[config.mk]
export PLATFORM = sky130hd
export DESIGN_NAME = dct8x8_forward
export DESIGN_NICKNAME = d
export VERILOG_FILES = /design/src/dct_pkg.sv /design/src/dct_ram.sv /design/src/dct8x8_forward.sv
export SDC_FILE = /design/constraint.sdc
export NUM_CORES = 2
export LEC_CHECK = 0
export ABC_AREA = 1
export BUFFER_PORTS_ARGS = -buffer_cell sky130_fd_sc_hd__buf_2
export CAP_MARGIN = 20
export CORE_MARGIN = 4
export CORE_UTILIZATION = 63
export DETAILED_ROUTE_END_ITERATION = 8
export GPL_TIMING_DRIVEN = 1
export PLACE_DENSITY_LB_ADDON = 0.05
export SYNTH_ARGS = -nofsm -noshare
export SYNTH_HDL_FRONTEND = slang
export SYNTH_SLANG_ARGS = --single-unit
[constraint.sdc]
create_clock -name clk -period 7.3 [get_ports clk]
set_input_delay 0.73 -clock clk [delete_from_list [all_inputs] [get_ports clk]]
set_output_delay 0.73 -clock clk [all_outputs]
set_load 0.02 [all_outputs]
[src/dct_pkg.sv]
`default_nettype none
package dct_pkg;

    typedef enum logic [2:0] {
        S_IDLE,
        S_RD,
        S_LD,
        S_MUL,
        S_ACC,
        S_OUT
    } state_t;

    localparam logic [31:0] COS_HI [9] = '{
        32'd1073741824, 32'd1053110176, 32'd991988094, 32'd892783698,
        32'd759250125, 32'd596538995, 32'd410903207, 32'd209476638, 32'd0
    };
    localparam logic [31:0] INV_SQRT2_HI = 32'd759250125;
    localparam int HI_FRAC_BITS = 30;

    function automatic logic signed [31:0] kcoef(input logic [2:0] u, input logic [2:0] m,
                                                 input int frac);
        logic [6:0]  k;
        logic [4:0]  r;
        logic [3:0]  idx;
        logic        neg;
        logic [31:0] hi;
        logic [31:0] mag;
        int          sh;
        k   = 7'((2 * int'(m) + 1) * int'(u));
        r   = k[4:0];
        neg = 1'b0;
        idx = 4'd0;
        if (u == 3'd0)
        begin
            hi = INV_SQRT2_HI;
        end
        else
        begin
            if (r > 5'd16)
            begin
                r = 5'(6'd32 - {1'b0, r});
            end
            if (r > 5'd8)
            begin
                neg = 1'b1;
                idx = 4'(5'd16 - r);
            end
            else
            begin
                idx = r[3:0];
            end
            hi = COS_HI[idx];
        end
        sh  = HI_FRAC_BITS - frac;
        mag = (hi + (32'd1 << (sh - 1))) >> sh;
        return neg ? -mag : mag;
    endfunction

endpackage
`default_nettype wire

[src/dct_ram.sv]
`default_nettype none
module dct_ram #(
    parameter int WIDTH = 8,
    parameter int DEPTH = 64
) (
    input  wire logic                     clk,
    input  wire logic                     we,
    input  wire logic [$clog2(DEPTH)-1:0] waddr,
    input  wire logic [WIDTH-1:0]         wdata,
    input  wire logic [$clog2(DEPTH)-1:0] raddr,
    output logic      [WIDTH-1:0]         rdata
);

    logic [WIDTH-1:0] mem [DEPTH];

    always_ff @(posedge clk)
    begin
        if (we)
        begin
            mem[waddr] <= wdata;
        end
        rdata <= mem[raddr];
    end

endmodule
`default_nettype wire

[src/dct8x8_forward.sv]
// Sequence: the first coefficient follows the 64th accepted pixel after 512 row terms and
//   8 column terms, each computed by the single shift-add multiplier, which walks one
//   weight or pixel bit per cycle; each later coefficient takes 8 further column terms.
// A block is 64 pixel writes, 1024 terms and 64 coefficient strobes; no new pixels are
//   accepted while busy, so a new block starts only after the last coefficient.
// Results are strobed for one cycle; the receiver cannot stall.
// Reset clears the fill count and control, sets byte mode; the pixel store is not cleared.
`default_nettype none
module dct8x8_forward #(
    parameter int COEF_FRAC_BITS = 14
) (
    input  wire logic               clk,
    input  wire logic               rst_n,
    input  wire logic               start,
    output logic                    busy,
    input  wire logic [7:0]         pixel_value,
    input  wire logic               cfg_valid,
    output logic                    cfg_ready,
    input  wire logic               cfg_data,
    output logic                    result_valid,
    output logic signed [11:0]      coefficient,
    output logic [5:0]              freq_index,
    output logic                    last_of_block
);

    localparam int KW = COEF_FRAC_BITS + 2;
    localparam int CW = COEF_FRAC_BITS + 12;
    localparam int AW = 2 * COEF_FRAC_BITS + 16;
    localparam int BW = $clog2(KW);
    localparam int SH = 2 * COEF_FRAC_BITS + 2;

    dct_pkg::state_t state_reg, state_next;
    logic [5:0]  fill_reg, fill_next;
    logic [5:0]  o_reg, o_next;
    logic [2:0]  t_reg, t_next;
    logic [BW-1:0] b_reg, b_next;
    logic        st_reg, st_next;
    logic        mode_reg;
    logic [KW-1:0] ser_reg, ser_next;
    logic signed [AW-1:0] mc_reg, mc_next;
    logic signed [AW-1:0] part_reg, part_next;
    logic signed [AW-1:0] acc_reg, acc_next;

    logic        accept;
    logic        pix_we;
    logic [7:0]  pix_rd;
    logic [5:0]  pix_raddr;
    logic        cs_we;
    logic [CW-1:0] cs_rd;
    logic [5:0]  cs_raddr;
    logic [2:0]  ku;
    logic signed [31:0] k_full;
    logic signed [KW-1:0] k_val;
    logic signed [AW-1:0] addend;

    logic [AW-1:0] mag;
    logic [AW-1:0] rnd;
    logic signed [15:0] sval;

    assign accept    = start && !busy;
    assign busy      = (state_reg != dct_pkg::S_IDLE);
    assign cfg_ready = !busy;
    assign pix_we    = accept;
    assign pix_raddr = {t_reg, o_reg[2:0]};
    assign cs_raddr  = {o_reg[5:3], t_reg};
    assign ku        = st_reg ? o_reg[2:0] : o_reg[5:3];
    assign k_full    = dct_pkg::kcoef(ku, t_reg, COEF_FRAC_BITS);
    assign k_val     = k_full[KW-1:0];
    assign addend    = ser_reg[KW-1] ? mc_reg : '0;

    dct_ram #(.WIDTH(8), .DEPTH(64)) u_pix_ram (
        .clk   (clk),
        .we    (pix_we),
        .waddr (fill_reg),
        .wdata (pixel_value),
        .raddr (pix_raddr),
        .rdata (pix_rd)
    );

    dct_ram #(.WIDTH(CW), .DEPTH(64)) u_col_ram (
        .clk   (clk),
        .we    (cs_we),
        .waddr (o_reg),
        .wdata (acc_next[CW-1:0]),
        .raddr (cs_raddr),
        .rdata (cs_rd)
    );

    always_ff @(posedge clk or negedge rst_n)
    begin
        if (!rst_n)
        begin
            state_reg <= dct_pkg::S_IDLE;
            fill_reg  <= '0;
            o_reg     <= '0;
            t_reg     <= '0;
            b_reg     <= '0;
            st_reg    <= 1'b0;
            mode_reg  <= 1'b1;
        end
        else
        begin
            state_reg <= state_next;
            fill_reg  <= fill_next;
            o_reg     <= o_next;
            t_reg     <= t_next;
            b_reg     <= b_next;
            st_reg    <= st_next;
            if (cfg_valid && cfg_ready)
            begin
                mode_reg <= cfg_data;
            end
        end
    end

    always_ff @(posedge clk)
    begin
        ser_reg  <= ser_next;
        mc_reg   <= mc_next;
        part_reg <= part_next;
        acc_reg  <= acc_next;
    end

    always_comb
    begin
        state_next = state_reg;
        fill_next  = fill_reg;
        o_next     = o_reg;
        t_next     = t_reg;
        b_next     = b_reg;
        st_next    = st_reg;
        ser_next   = ser_reg;
        mc_next    = mc_reg;
        part_next  = part_reg;
        acc_next   = acc_reg;
        cs_we      = 1'b0;
        unique case (state_reg)
            dct_pkg::S_IDLE:
            begin
                if (accept)
                begin
                    fill_next = fill_reg + 6'd1;
                    if (fill_reg == 6'd63)
                    begin
                        state_next = dct_pkg::S_RD;
                        o_next     = '0;
                        t_next     = '0;
                        st_next    = 1'b0;
                    end
                end
            end
            dct_pkg::S_RD:
            begin
                state_next = dct_pkg::S_LD;
            end
            dct_pkg::S_LD:
            begin
                if (st_reg)
                begin
                    ser_next = k_val;
                    mc_next  = {{(AW-CW){cs_rd[CW-1]}}, cs_rd};
                end
                else
                begin
                    ser_next = {{(KW-8){1'b0}}, pix_rd};
                    mc_next  = {{(AW-KW){k_val[KW-1]}}, k_val};
                end
                b_next     = '0;
                state_next = dct_pkg::S_MUL;
            end
            dct_pkg::S_MUL:
            begin
                if (b_reg == '0)
                begin
                    part_next = -addend;
                end
                else
                begin
                    part_next = (part_reg <<< 1) + addend;
                end
                ser_next = ser_reg << 1;
                b_next   = b_reg + BW'(1);
                if (b_reg == BW'(KW - 1))
                begin
                    state_next = dct_pkg::S_ACC;
                end
            end
            dct_pkg::S_ACC:
            begin
                acc_next = (t_reg == 3'd0) ? part_reg : acc_reg + part_reg;
                t_next   = t_reg + 3'd1;
                if (t_reg != 3'd7)
                begin
                    state_next = dct_pkg::S_RD;
                end
                else if (st_reg)
                begin
                    state_next = dct_pkg::S_OUT;
                end
                else
                begin
                    cs_we      = 1'b1;
                    o_next     = o_reg + 6'd1;
                    state_next = dct_pkg::S_RD;
                    if (o_reg == 6'd63)
                    begin
                        st_next = 1'b1;
                    end
                end
            end
            dct_pkg::S_OUT:
            begin
                o_next = o_reg + 6'd1;
                if (o_reg == 6'd63)
                begin
                    state_next = dct_pkg::S_IDLE;
                end
                else
                begin
                    state_next = dct_pkg::S_RD;
                end
            end
            default:
            begin
                state_next = dct_pkg::S_IDLE;
            end
        endcase
    end

    always_comb
    begin
        mag  = acc_reg[AW-1] ? AW'(-acc_reg) : AW'(acc_reg);
        rnd  = (mag + (AW'(1) << (SH - 1))) >> SH;
        sval = acc_reg[AW-1] ? -$signed({2'b00, rnd[13:0]}) : $signed({2'b00, rnd[13:0]});
        if (mode_reg)
        begin
            if (sval < 16'sd0)
            begin
                coefficient = 12'sd0;
            end
            else if (sval > 16'sd255)
            begin
                coefficient = 12'sd255;
            end
            else
            begin
                coefficient = sval[11:0];
            end
        end
        else
        begin
            if (sval < -16'sd2048)
            begin
                coefficient = -12'sd2048;
            end
            else if (sval > 16'sd2047)
            begin
                coefficient = 12'sd2047;
            end
            else
            begin
                coefficient = sval[11:0];
            end
        end
    end

    assign result_valid  = (state_reg == dct_pkg::S_OUT);
    assign freq_index    = o_reg;
    assign last_of_block = result_valid && (o_reg == 6'd63);

    a_result_busy: assert property (@(posedge clk) disable iff (!rst_n)
        result_valid |-> busy)
        else $error("result strobe while idle");

    a_last_idle: assert property (@(posedge clk) disable iff (!rst_n)
        last_of_block |=> !busy)
        else $error("still busy after last coefficient");

    a_fill_hold: assert property (@(posedge clk) disable iff (!rst_n)
        busy |=> $stable(fill_reg))
        else $error("fill count moved during compute");

    a_mode_byte: assert property (@(posedge clk) disable iff (!rst_n)
        (result_valid && mode_reg) |-> !coefficient[11])
        else $error("negative coefficient in byte mode");

endmodule
`default_nettype wire
## After elaboration in Yosys (flattened, before gate mapping)

Memories as Yosys holds them, arrays and structs flattened. A register that Yosys moved wholly into a read port is not among the register bits.
Cells that the tools add are included.

| cells by class | value |
|---|---|
| magnitude comparators | 7 |
| reductions and logical operators | 17 |
| muxes and demuxes | 54 |
| $mul | 1 |
| equal/unequal tests | 14 |
| bitwise operators | 1 |
| add/subtract/negate cells | 15 |

Operators with widths:

| cell | count |
|---|---|
| 44-bit two-way mux | 5 |
| 32-bit two-way mux | 3 |
| 44-bit adder | 2 |
| 44-bit negator | 2 |
| 12-bit two-way mux | 5 |
| 16-bit two-way mux | 3 |
| 44-bit by 30-bit adder with 44-bit output (second input constant) | 1 |
| 32-bit by 16-bit adder with 32-bit output (second input constant) | 1 |
| 16-bit one-hot mux with 2 select lines | 1 |
| 26-bit two-way mux | 1 |
| 3-bit two-way mux | 8 |
| 6-bit two-way mux | 4 |
| 3-bit one-hot mux with 6 select lines | 1 |
| 6-bit one-hot mux with 3 select lines | 1 |
| 16-bit by 12-bit > comparator with 1-bit output (second input constant) | 1 |
| 16-bit by 9-bit > comparator with 1-bit output (second input constant) | 1 |
| 16-bit by 1-bit less-than comparator with 1-bit output (second input constant) | 1 |
| 16-bit by 12-bit less-than comparator with 1-bit output (second input constant) | 1 |
| 14-bit negator with 16-bit output | 1 |
| 16-bit negator | 1 |
| 1-bit two-way mux | 15 |
| 6-bit by 1-bit adder with 6-bit output (second input constant) | 2 |
| 6-bit equality test (second input constant) | 2 |
| 5-bit two-way mux | 2 |
| 30 further kinds | 44 |

| storage, ports and cells | value |
|---|---|
| bits in registers | 172 |
| memories | 3 |
| bits in read-only memories | 512 |
| RAM bits | 2176 |
| bits of input ports | 13 |

Memories:

| memory | depth | width | rd ports | clocked after memory_dff | write ports | line | text |
|---|---|---|---|---|---|---|---|
| u_col_ram.mem | 64 | 26 | 1 | 1 | 1 | dct_ram.sv:14 | `logic [WIDTH-1:0] mem [DEPTH];` |
| (name not given) | 16 | 32 | 1 | 0 | 0 | dct_pkg.sv:52 | `hi = COS_HI[idx];` |
| u_pix_ram.mem | 64 | 8 | 1 | 1 | 1 | dct_ram.sv:14 |  |

## Depth between registers and ports, before layout

| logic depth | value |
|---|---|
| depth in word-level cells | 18 |
| gate-level depth with buffers | 40 |

## Modules after synthesis

From an unflattened synthesis, not the netlist that was laid out.

| unflattened totals | value |
|---|---|
| cell total of the unflattened synthesis | 9636 |
| area total of the unflattened synthesis | 103770.8 µm² |

By module, submodules not included:

| module | times used | area each (µm²) | cells each | seq. area each (µm²) |
|---|---|---|---|---|
| dct_ram at u_col_ram | 1 | 67963.9 | 5657 | 50488.4 |
| dct_ram at u_pix_ram | 1 | 21339.2 | 1805 | 15534.9 |
| dct8x8_forward | 1 | 14467.6 | 2174 | 4245.3 |

## Worst setup path before layout

No wires, ideal clock.

| path | value |
|---|---|
| path kind | register -> register |
| from | register t_reg[0] |
| to | register ser_reg[6], data pin |
| period minus slack after synthesis | 6.205 ns |
| arrival time | 5.947 ns |
| slack | 1.095 ns |
| stages on the path, launching flop included | 38 |
| data required time | 7.043 ns |
| path through | dfrtp_1 -> clkbuf_1 -> buf_2 -> clkbuf_1 -> clkbuf_1 -> clkbuf_1 -> clkbuf_1 -> clkbuf_1 -> nand2_1 -> fa_1 -> inv_1 -> ha_1 -> inv_1 -> fa_1 -> xnor2_1 -> or2_1 -> nand3_2 -> nand3_4 -> (+2 left out) -> nand3_1 -> nand2_1 -> nand2_1 -> nand2_2 -> inv_1 -> nand2_1 -> a21oi_1 -> ha_1 -> nand3_2 -> nand2_4 -> ha_1 -> inv_1 -> nor2_1 -> nand2_1 -> nand2_1 -> xor2_1 -> a21o_1 -> nand2_1 |

| on the way | value |
|---|---|
| longest elaborated chain between the ends | 18 |
| elaborated cells on any way between the ends | 22 |

RTL lines:

| element | line | text |
|---|---|---|
| start: declaration | dct8x8_forward.sv:35 | `logic [2:0] t_reg, t_next;` |
| start signal: assignment | dct8x8_forward.sv:106 | `t_reg <= t_next;` |
| 4-bit by 1-bit adder with 5-bit output (*) | dct_pkg.sv:29 | `k = 7'((2 * int'(m) + 1) * int'(u));` |
| 5-bit by 3-bit multiplier with 5-bit output (*) | dct_pkg.sv:29 |  |
| 1-bit by 5-bit subtractor with 5-bit output / 5-bit > comparator (equally long branches) | dct_pkg.sv:41, dct_pkg.sv:39 |  |
| 5-bit two-way mux (*) | dct_pkg.sv:39 | `if (r > 5'd16)` |
| 5-bit two-way mux (*) | dct_pkg.sv:33 | `if (u == 3'd0)` |
| 1-bit by 4-bit subtractor with 4-bit output / 5-bit by 4-bit > comparator with 1-bit output (equally long branches) | dct_pkg.sv:46, dct_pkg.sv:43 |  |
| 4-bit two-way mux | dct_pkg.sv:43 | `if (r > 5'd8)` |
| 4-bit two-way mux | dct_pkg.sv:33 |  |
| (+2 left out) | n/a |  |
| 32-bit two-way mux (not written as such) (2 in a row) | dct_pkg.sv:52 |  |
| 32-bit two-way mux | dct_pkg.sv:33 |  |
| 32-bit by 16-bit adder with 32-bit output | dct_pkg.sv:55 | `mag = (hi + (32'd1 << (sh - 1))) >> sh;` |
| 16-bit negator | dct_pkg.sv:56 | `return neg ? -mag : mag;` |
| 16-bit two-way mux (*) | dct_pkg.sv:56 |  |
| 16-bit two-way mux (*) | dct8x8_forward.sv:158 | `if (st_reg)` |
| 16-bit one-hot mux with 2 select lines (*) | dct8x8_forward.sv:137 | `unique case (state_reg)` |
| net ser_next[6] | dct8x8_forward.sv:39 | `logic [KW-1:0] ser_reg, ser_next;` |
| end signal: assignment | dct8x8_forward.sv:118 | `ser_reg <= ser_next;` |
| end: declaration | dct8x8_forward.sv:39 |  |

The timed path passes the listed nets; every way through them passes the cells marked *. The select of a mux whose other input is x is not followed.
A chain may end at the register's enable or synchronous reset.

## Worst setup path after layout

| path | value |
|---|---|
| from | register o_reg[3] (netlist: freq_index[3]) |
| to | register ser_reg[6], data pin |

| on the way | value |
|---|---|
| longest elaborated chain between the ends | 18 |
| elaborated cells on any way between the ends | 23 |

RTL lines:

| element | line | text |
|---|---|---|
| start: declaration | dct8x8_forward.sv:34 | `logic [5:0] o_reg, o_next;` |
| start signal: assignment | dct8x8_forward.sv:105 | `o_reg <= o_next;` |
| 3-bit two-way mux (*) | dct8x8_forward.sv:66 | `assign ku = st_reg ? o_reg[2:0] : o_reg[5:3];` |
| 5-bit by 3-bit multiplier with 5-bit output | dct_pkg.sv:29 |  |
| 1-bit by 5-bit subtractor with 5-bit output / 5-bit > comparator (equally long branches) | dct_pkg.sv:41, dct_pkg.sv:39 |  |
| 5-bit two-way mux | dct_pkg.sv:39 |  |
| 5-bit two-way mux | dct_pkg.sv:33 |  |
| 1-bit by 4-bit subtractor with 4-bit output / 5-bit by 4-bit > comparator with 1-bit output (equally long branches) | dct_pkg.sv:46, dct_pkg.sv:43 |  |
| 4-bit two-way mux | dct_pkg.sv:43 |  |
| 4-bit two-way mux | dct_pkg.sv:33 |  |
| (+2 left out) | n/a |  |
| 32-bit two-way mux (not written as such) (2 in a row) | dct_pkg.sv:52 |  |
| 32-bit two-way mux | dct_pkg.sv:33 |  |
| 32-bit by 16-bit adder with 32-bit output | dct_pkg.sv:55 |  |
| 16-bit negator | dct_pkg.sv:56 |  |
| 16-bit two-way mux (*) | dct_pkg.sv:56 |  |
| 16-bit two-way mux (*) | dct8x8_forward.sv:158 |  |
| 16-bit one-hot mux with 2 select lines (*) | dct8x8_forward.sv:137 |  |
| net ser_next[6] | dct8x8_forward.sv:39 |  |

Marked as above.

==> flow_summary_export.csv <==
group,metric,value,unit
sta,fin_ws,1.55,ns
run_status,status,"finished clean",
clock_tree,cts_sinks,2364,
global_route,antenna_found_initial,12,
sta,post-route-min-period,5.75,ns
floorplanning,rows,144,
drt,wl,274,mm
power_and_ir_drop,power_leakage,32.9,nW
layout,final_core_util,70.3,%
power_and_ir_drop,pwr_density_cell,239,nW/µm²
sta,tightest_slew,1.24,ns
yosys,synth_most_common_cell,"edfxtp_1",
sta,final_max_slew_viol_count,0,
clock_tree,cts_root_buf,"clkbuf_16",
critical_path,r2r_end,"ser_reg[6]$_DFFE_PP_",
power_and_ir_drop,ir_drop,0.236,mV
layout,multi_input_area,26200,µm²
layout,fin_cells,10100,
critical_path,crit_path_end,"ser_reg[6]$_DFFE_PP_",
floorplanning,coreArea,155000,µm²
power_and_ir_drop,switchingPower,5.09,mW
critical_path,path_class,"reg -> reg",
critical_path,path_max_fanout,19,
yosys,synth_area_per_cell,12.4,µm²
sta,fin_crit_sh,78.8,%
layout,seq_area,70300,µm²
layout,design_area,109000,µm²
placement,dpl.hpwl,159,mm
drt,wl_per_cell,27.0,µm
clock_tree,post_cts_buffers,0,
global_route,grt_pass1_vias,63400,
clock_tree,path_clk_slew,0.06,ns
layout,top_register,"u_col_ram.mem",
power_and_ir_drop,p_sw_share,19.5,%
clock_tree,cts_tree,"done",
sta,fmax,174,MHz
global_route,grt_pass1_wl,404,mm
global_route,grt.overflow.total,0,
critical_path,max_stage_delay,0.65,ns
yosys,ys_seq_area_share,71.3,%
global_route,grt_usage,33.3,%
floorplanning,dieArea,163000,µm²
critical_path,r2r_setup_slack,1.55,ns
critical_path,path_depth,32,
layout,fill_cells,10600,
floorplanning,initial_core_util,63.7,%
drt,firstDrtPassIters,7,
placement,dpl_cell_area,102000,µm²
critical_path,end_kind,"flip-flop",
placement,dp_slack,1.52,ns
yosys,ys_seq_elements,2364,
sta,rsz0062_at_grt,"no",
layout,drive_above_1_share,8.60,%
critical_path,cp.arrival,6.31,ns
yosys,synth_common_cells,"edfxtp_1, nor2_1, o21ai_0, nand2_1, clkbuf_1",
power_and_ir_drop,p_seq_share,56.4,%
yosys,synth_area_leaders,"edfxtp_1, o21ai_0, nor2_1",
power_and_ir_drop,power.total,26.1,mW
critical_path,crit_buf_inv,4,
sta,worst_clock_skew,0.0864,ns
placement,placed_cells,9712,
critical_path,crit_top_cell,"nand2_1",
clock_tree,cts_buffer_depth,3,
drt,detail_route.iter0.violations,8639,
sta,relSlewSlack,17.0,%
critical_path,cp-start-kind,"flip-flop",
sta,setup_viol,0,
yosys,yosysTopAreaCellShare,69.5,%
clock_tree,clock_latency,0.89,ns
yosys,synth_edf_count,2280,
yosys,synth-main-ff-cell,"edfxtp_1",
floorplanning,die_h,404,µm
critical_path,r2r_start,"freq_index[3]$_DFFE_PN0P_",
yosys,synthCells,7928,
clock_tree,cts_buffers,227,
critical_path,crit_start,"freq_index[3]$_DFFE_PN0P_",
layout,largestRegisters,"u_col_ram.mem x1664, u_pix_ram.mem x512",
drt,ant_nets,0,
power_and_ir_drop,power.internal,21.0,mW
layout,area_delta_synth_final,10.4,%
critical_path,critical-path-top-delay-family,"simple AND/OR/NAND/NOR gates",
drt,avgViaCountPerCell,6.57,
layout,nets,8024,
placement,port_buffers,34,
worst_hold_path,hold_path.class,"in -> reg",
drt,drc_errors,0,
floorplanning,die_x,404,µm
sta,fin_hold_ws,0.143,ns
drt,vias,66700,
clock_tree,ctsHtreeMaxLevel,4,
yosys,synth.net_count,8048,
yosys,syn_area,98600,µm²
critical_path,worstPathRequired,7.86,ns
yosys,yosys_warnings,0,
yosys,synth.largest_area_cell,"edfxtp_1",
critical_path,cpMaxStageDelayCell,"dfrtp_4",
sta,tns,0,ns
floorplanning,ioPinCount,35,
power_and_ir_drop,p_clk_share,43.4,%
global_route,grt_max_degree,196,
clock_tree,cts_resized,0,
yosys,async_flop_share,1.02,%
run,drv_cap,0,
yosys,synth_cell_type_count,66,
power_and_ir_drop,share_comb_of_total_power,0.2,%
critical_path,r2r_cells,32,
placement,gp_congestion,0.907,
sta,finalHoldViolCount,0,
layout,largest_reg_flops,1664,
-- cell families after synthesis --
family / after synthesis / share of synthesized area [%]
compound gates: 2086 / 13.1
xor+xnor: 75 / 0.666
fa+ha+maj: 107 / 1.40
buf+inv: 721 / 2.77
flops: 2364 / 71.3
simple gates: 2575 / 10.8
-- final cells by class --
type,count,area share [%]
repair buffers,203,1.50
clock buffers,301,5.48
clock inverters,116,1.11
flip-flops and latches,2364,64.6
well taps,2044,2.35
diodes,9,0.0207
multi-input cells,4843,24.0
inverters,265,0.934
-- worst min-delay path: stages --
cell	delay [ns]
buf_2	0.10
nand2_1	0.08
a21oi_1	0.07
-- power groups by stage --
stage | combinational, mW | clock (mW) | sequential (mW)
floorplan | 0.000838 | 0 | 15.0
global placement | 0.0539 | 0 | 15.0
detailed placement | 0.0572 | 0 | 15.0
CTS | 0.0578 | 11.4 | 14.7
global route | 0.0659 | 12.0 | 14.7
finish | 0.0617 | 11.3 | 14.7
-- how the worst min path moves through the flow --
stage,startpoint,endpoint,cells past startpoint,slack (ns)
after global routing,cfg_data,mode_reg$_DFFE_PN1P_,3,0.12
final,cfg_valid,mode_reg$_DFFE_PN1P_,3,0.14
after global placement,u_col_ram.rdata[22]$_DFF_P_,mc_reg[22]$_DFFE_PP_,2,0.50
after floorplan,rst_n,b_reg[0]$_DFFE_PN0P_,0,0.43
after CTS,cfg_data,mode_reg$_DFFE_PN1P_,3,0.08
after detailed placement,u_col_ram.rdata[22]$_DFF_P_,mc_reg[22]$_DFFE_PP_,2,0.50
-- cells in the final DEF (no fill, tap or decap), types with 73 or more instances in the layout --
| cell type | n |
|---|---|
| nand3_1 | 230 |
| o22ai_1 | 102 |
| ha_1 | 102 |
| buf_4 | 151 |
| o221ai_1 | 324 |
| o21ai_0 | 1018 |
| nand2_1 | 846 |
| edfxtp_1 | 2280 |
| o211ai_1 | 96 |
| clkbuf_1 | 73 |
| clkbuf_16 | 227 |
| nor2_1 | 1209 |
| inv_1 | 239 |
| a21oi_1 | 224 |
| nand4_1 | 93 |
-- per-layer routing --
layer  part of all wire, %  vias to the layer above  GRT usage (%)
li1                      -                    29600              -
met1                    39                    32700           46.9
met2                    46                     3770           51.4
met3                    11                      598           6.47
met4                   4.5                        4           14.2
met5                0.0095                        -              0
-- repair_timing --
item | in CTS | in global routing
endpoints found under the hold margin | 23 | 0
hold buffers | 1 | 0
endpoints found under the setup margin | 0 | 0
No activity file was read; power rests on OpenSTA's default activity.
